[config.mk]
export PLATFORM = sky130hd
export DESIGN_NAME = ipru_ctrl
export DESIGN_NICKNAME = d
export VERILOG_FILES = /design/src/rtl/integer_pixel_replicate_upscaler_defines.svh /design/src/rtl/ipru_pkg.sv /design/src/rtl/ipru_ctrl.sv
export SDC_FILE = /design/constraint.sdc
export NUM_CORES = 1
export LEC_CHECK = 0
export BUFFER_PORTS_ARGS = -buffer_cell sky130_fd_sc_hd__buf_2
export CAP_MARGIN = 20
export CORE_UTILIZATION = 63
export DETAILED_ROUTE_END_ITERATION = 6
export GPL_TIMING_DRIVEN = 0
export HOLD_SLACK_MARGIN = 0.1
export PLACE_DENSITY = 0.86
export SLEW_MARGIN = 20
export SYNTH_ARGS = -nofsm -noshare
export SYNTH_HDL_FRONTEND = slang
export SYNTH_SLANG_ARGS = --single-unit
[constraint.sdc]
create_clock -name clk -period 11.3 [get_ports clk]
set_input_delay 1.695 -clock clk [delete_from_list [all_inputs] [get_ports clk]]
set_output_delay 1.695 -clock clk [all_outputs]
set_load 0.005 [all_outputs]
[src/rtl/integer_pixel_replicate_upscaler_defines.svh]
// Assertion macros for the upscaler RTL.
`ifndef INTEGER_PIXEL_REPLICATE_UPSCALER_DEFINES_SVH
`define INTEGER_PIXEL_REPLICATE_UPSCALER_DEFINES_SVH

// Plain property check, clocked on clk, off during reset.
`define IPRU_ASSERT(label, prop, msg) \
    label: assert property (@(posedge clk) disable iff (!rst_n) (prop)) else $error(msg);

// Same-cycle implication check.
`define IPRU_ASSERT_IMPL(label, ante, cons, msg) \
    label: assert property (@(posedge clk) disable iff (!rst_n) (ante) |-> (cons)) \
        else $error(msg);

`endif

[src/rtl/ipru_pkg.sv]
// Shared types and constants for the integer pixel replicate upscaler.
package ipru_pkg;

    localparam int MAX_WIDTH  = 4096;
    localparam int MAX_SCALE  = 16;
    localparam int COL_W      = $clog2(MAX_WIDTH);
    localparam int WIDTH_W    = 13;
    localparam int SCALE_W    = 5;
    localparam int PASS_W     = 4;
    localparam int HEIGHT_W   = 16;
    localparam int PIX_W      = 24;
    localparam int PAD_W      = 2;
    localparam int CFG_IDX_W  = 2;
    localparam int CFG_DATA_W = 16;

    localparam logic CMD_PIXEL  = 1'b0;
    localparam logic CMD_REPLAY = 1'b1;

    typedef enum logic [CFG_IDX_W-1:0] {
        REG_SCALE  = 2'd0,
        REG_WIDTH  = 2'd1,
        REG_HEIGHT = 2'd2
    } cfg_reg_t;

    typedef struct packed {
        logic               order_error;
        logic               from_mem;
        logic [SCALE_W-1:0] repeat_count;
        logic [PAD_W-1:0]   pad_bytes;
        logic               row_end;
        logic               image_end;
    } run_info_t;

    typedef struct packed {
        logic             wr_en;
        logic             rd_en;
        logic [COL_W-1:0] addr;
    } mem_req_t;

endpackage

[src/rtl/ipru_ctrl.sv]
// Configuration registers, row/pass/column counters and per-request decode.
module ipru_ctrl
(
    input  logic                          clk,
    input  logic                          rst_n,
    input  logic                          cfg_write,
    input  logic [ipru_pkg::CFG_IDX_W-1:0]  cfg_index,
    input  logic [ipru_pkg::CFG_DATA_W-1:0] cfg_data,
    input  logic                          accept,
    input  logic                          cmd,
    output ipru_pkg::run_info_t           info,
    output ipru_pkg::mem_req_t            mem_req
);
    import ipru_pkg::*;

    logic [SCALE_W-1:0]  scale_reg;
    logic [WIDTH_W-1:0]  width_reg;
    logic [HEIGHT_W-1:0] height_reg;
    logic [COL_W-1:0]    col_reg, col_next;
    logic [PASS_W-1:0]   pass_reg, pass_next;
    logic [HEIGHT_W-1:0] row_reg, row_next;
    logic                replay_reg, replay_next;

    logic [SCALE_W-1:0]  scale_eff;
    logic [WIDTH_W-1:0]  width_eff;
    logic [HEIGHT_W-1:0] height_eff;
    logic                err;
    logic                col_last, pass_last, row_last;
    logic [3:0]          pad_prod;

    always_ff @(posedge clk or negedge rst_n)
    begin
        if (!rst_n)
        begin
            scale_reg  <= SCALE_W'(1);
            width_reg  <= WIDTH_W'(1);
            height_reg <= HEIGHT_W'(1);
        end
        else if (cfg_write)
        begin
            case (cfg_reg_t'(cfg_index))
                REG_SCALE:  scale_reg  <= cfg_data[SCALE_W-1:0];
                REG_WIDTH:  width_reg  <= cfg_data[WIDTH_W-1:0];
                REG_HEIGHT: height_reg <= cfg_data[HEIGHT_W-1:0];
                default:    ;
            endcase
        end
    end

    always_comb
    begin
        if (scale_reg == '0)
            scale_eff = SCALE_W'(1);
        else if (scale_reg > SCALE_W'(MAX_SCALE))
            scale_eff = SCALE_W'(MAX_SCALE);
        else
            scale_eff = scale_reg;

        if (width_reg == '0)
            width_eff = WIDTH_W'(1);
        else if (width_reg > WIDTH_W'(MAX_WIDTH))
            width_eff = WIDTH_W'(MAX_WIDTH);
        else
            width_eff = width_reg;

        height_eff = (height_reg == '0) ? HEIGHT_W'(1) : height_reg;
    end

    assign err       = (cmd == CMD_REPLAY) != replay_reg;
    assign col_last  = ({1'b0, col_reg} + WIDTH_W'(1)) >= width_eff;
    assign pass_last = ({1'b0, pass_reg} + SCALE_W'(1)) >= scale_eff;
    assign row_last  = ({1'b0, row_reg} + 17'd1) >= {1'b0, height_eff};
    // pad = (-(3*w*s)) mod 4 = (w*s) mod 4
    assign pad_prod  = width_eff[1:0] * scale_eff[1:0];

    always_comb
    begin
        col_next    = col_reg;
        pass_next   = pass_reg;
        row_next    = row_reg;
        replay_next = replay_reg;
        if (accept && !err)
        begin
            if (col_last)
            begin
                col_next = '0;
                if (pass_last)
                begin
                    pass_next   = '0;
                    replay_next = 1'b0;
                    row_next    = row_last ? '0 : row_reg + HEIGHT_W'(1);
                end
                else
                begin
                    pass_next   = pass_reg + PASS_W'(1);
                    replay_next = 1'b1;
                end
            end
            else
            begin
                col_next = col_reg + COL_W'(1);
            end
        end
    end

    always_ff @(posedge clk or negedge rst_n)
    begin
        if (!rst_n)
        begin
            col_reg    <= '0;
            pass_reg   <= '0;
            row_reg    <= '0;
            replay_reg <= 1'b0;
        end
        else
        begin
            col_reg    <= col_next;
            pass_reg   <= pass_next;
            row_reg    <= row_next;
            replay_reg <= replay_next;
        end
    end

    always_comb
    begin
        info.order_error  = err;
        info.from_mem     = !err && replay_reg;
        info.repeat_count = err ? '0 : scale_eff;
        info.pad_bytes    = (!err && col_last) ? pad_prod[1:0] : '0;
        info.row_end      = !err && col_last;
        info.image_end    = !err && col_last && pass_last && row_last;
    end

    assign mem_req.wr_en = accept && !err && !replay_reg;
    assign mem_req.rd_en = accept && !err && replay_reg;
    assign mem_req.addr  = col_reg;

endmodule

==> reports/qor.txt <==
Post-CTS Hold Fix Bufs - 0
worst path required time - 9610 ps
Layout area overhead - 13.1%
Core Box Area - 0.00646 mm2
dpl hpwl - 7750 um
Max-Cap Viols - 0
CTS clk-pin slew, worst paths - 70 ps
Top FF cell, synth - dfrtp_1
Syn Std Cell Area - 0.00428 mm2
Non-Filler Instances - 585
TritonCTS buffer count - 9
RSZ-0062 raised after global routing - no
Post-synth EDFFs - 0
reg2reg setup slack - 6700 ps
first-pass GRT wire length - 17200 um
status - finished, final reports clean
Slew Limit Fails - 0
Tcrit/Tclk final - 0.531
htree depth - 3
dpl cells - 569
Post CTS Setup Buffer Count - 0
Mapped Nets - 505
final hold slack - 546 ps
Total Nets Final - 564
GRT overflow - 0
Slew HR - 0.443
number of diodes - 0
post_cts resized - 0
crit-path max cell delay - 750 ps
family with the most delay on the worst path - simple AND/OR/NAND/NOR gates
final WL - 10200 um
Static Leak - 2.33 nW
Worst Hold End - pass_reg[3]
critical path type - flop to output pin
worst hold stages - 2
row count - 29
most numerous cell on the critical path - nand2_1
clock sinks - 67
Synth Area per Inst - 9.65 um2
fraction of layout cells with a size suffix above 1 - 0.246
DRC Markers - 0
count of final hold-check violations - 0
GPL Wtd Cong - 0.860
async set-reset flop share out of synthesis - 1.00
routed vias/inst - 6.25
post-synthesis sequential area ratio - 0.392
R2R cell count - 14
RR Endpoint - row_reg[7]
Worst Hold Class - flop to flop
crit-path cells - nand4_1 > nor3_1 > nand2_1 > o21ai_0 > nand2_1 > ha_1 > and4_1 > nand4_2 > nor2_1 > a2111oi_2 > a2111oi_0 > buf_2
Power, Total - 881 uW
final core occ - 0.750
DR WL/cell - 17.5 um
Worst-Skew Late Latency - 360 ps
boundary pin count - 48
Pre-antenna DRT Iters - 5
CP endpoint kind - output pin
Worst Path Arrival - 4300 ps
Buffers on Ports - 47
clk root buf - clkbuf_8
via count - 3656
FMAX - 167 MHz
min Tclk post-route - 6000 ps
VDD IR-drop max - 0.126 mV
drt initial violations - 183
worst-path fanout max - 6
hold path start - pass_reg[3]
Tightest Pin Transition - 834 ps
r2r startpoint - row_reg[0]
CP Buf/Inv Count - 1
vias in the first global route - 3571
largest net degree at the start of global routing - 38
Die Height - 84.5 um
initial core utilization - 0.663
DIE AREA - 0.00713 mm2
GR Util All Layers - 0.311
final setup vio count - 0
clk buf depth - 2
WP depth - 12
Seq cells post-synth - 67
setup TNS - 0 ps
Worst setup SP type - flop
Yosys warnings - 0
CP max-delay cell - a2111oi_2
library cells used by synthesis - 53
post-synthesis instance total - 444
worst clock skew - 10.7 ps
die width - 84.5 um
antenna violations before repair - 0
Detail Route Antenna Nets - 0
power per cell area - 182 mW/mm2
CTS tree - built
-- worst min-delay path, stage by stage, from the launching register on --
cell	delay, ps
dfrtp_1	390
nand2_1	60
o21ai_0	60
-- through the flow --
step / worst slack (ps) / cell area (um2)
5_1_grt: 5050 / 4840
4_1_cts: 5390 / 4840
3_3_place_gp: 5920 / 4610
6_report: 5300 / 4840
2_1_floorplan: 6510 / 4280
3_5_place_dp: 5800 / 4640
-- power breakdown --
group / internal, mW / switching [mW] / leakage, nW
Combinational: 0.137 / 0.192 / 1.44
Sequential: 0.287 / 0.0517 / 0.787
Clock: 0.105 / 0.108 / 0.101
Total: 0.530 / 0.351 / 2.33
-- worst max-delay path by stage --
stage	start	end
2_1_floorplan	row_reg[0]	info[0]
5_1_grt	row_reg[0]	info[0]
3_3_place_gp	row_reg[0]	info[0]
4_1_cts	row_reg[0]	info[0]
6_report	row_reg[0]	info[0]
3_5_place_dp	row_reg[0]	info[0]
-- logic make-up (layout without fill, tap and decap cells) --
kind of cell / after synthesis / after routing / synth area share
DFF: 67 / 67 / 0.392
buffers and inverters: 41 / 105 / 0.0394
AOI/OAI and AO/OA: 85 / 85 / 0.142
xor gates and xnor gates: 16 / 16 / 0.0327
and+or+nand+nor: 163 / 163 / 0.193
muxes: 34 / 34 / 0.0891
adders and majority gates: 38 / 38 / 0.111
-- routing by layer --
metal | vias up | global-route usage | wire length (um)
li1 | 1719 | - | -
met1 | 1789 | 0.399 | 4370
met2 | 117 | 0.517 | 5060
met3 | 31 | 0.0708 | 523
met4 | 0 | 0.122 | 281
met5 | - | 0 | 0
-- synthesized netlist by cell type (3+ instances only) --
master     count  area [um2]
o2bb2ai_1      3        26.3
a221o_1        3        30.0
xor2_1         8        70.1
nand2b_1      13        81.3
o221ai_1       4        35.0
dfstp_2        3        78.8
nand2_1       62         233
inv_1         26        97.6
clkbuf_1       9        33.8
mux2_2        33         372
and3_1        11        68.8
nor2_1        13        48.8
nor4_1         5        31.3
xnor2_1        8        70.1
o21ai_1        3        15.0
a21oi_1       10        50.1
dfrtp_1       64        1600
a21o_1         8        60.1
nand3_1       21         105
o21ai_0       35         175
nand4_1        3        18.8
buf_2          3        15.0
nor3_1        10        50.1
or2_2          6        37.5
or3_1          3        18.8
ha_1          38         475
o221ai_2       7         105
nor3b_1        3        22.5
-- final cells by class --
type	count	area, um2
flip-flops and latches	67	1680
clock buffers	9	124
well taps	77	96.3
repair buffers	48	258
plain buffers	15	71.3
fillers	457	1620
multi-input cells	336	2430
inverters	26	97.6
clock inverters	7	81.3
-- cells in the final DEF, fill, tap and decap left out, types with 4 or more instances in the layout --
cell type / n
buf_2: 49
or2_2: 6
xnor2_1: 8
nor4_1: 5
a21o_1: 8
clkbuf_8: 9
o21ai_0: 35
mux2_2: 33
inv_6: 4
ha_1: 38
nor2_1: 13
o221ai_2: 7
dfrtp_1: 64
inv_1: 26
and3_1: 11
o221ai_1: 4
nand2b_1: 13
nand2_1: 62
nor3_1: 10
nand3_1: 21
clkbuf_1: 9
a21oi_1: 10
xor2_1: 8
No activity file was read; power rests on OpenSTA's default activity.
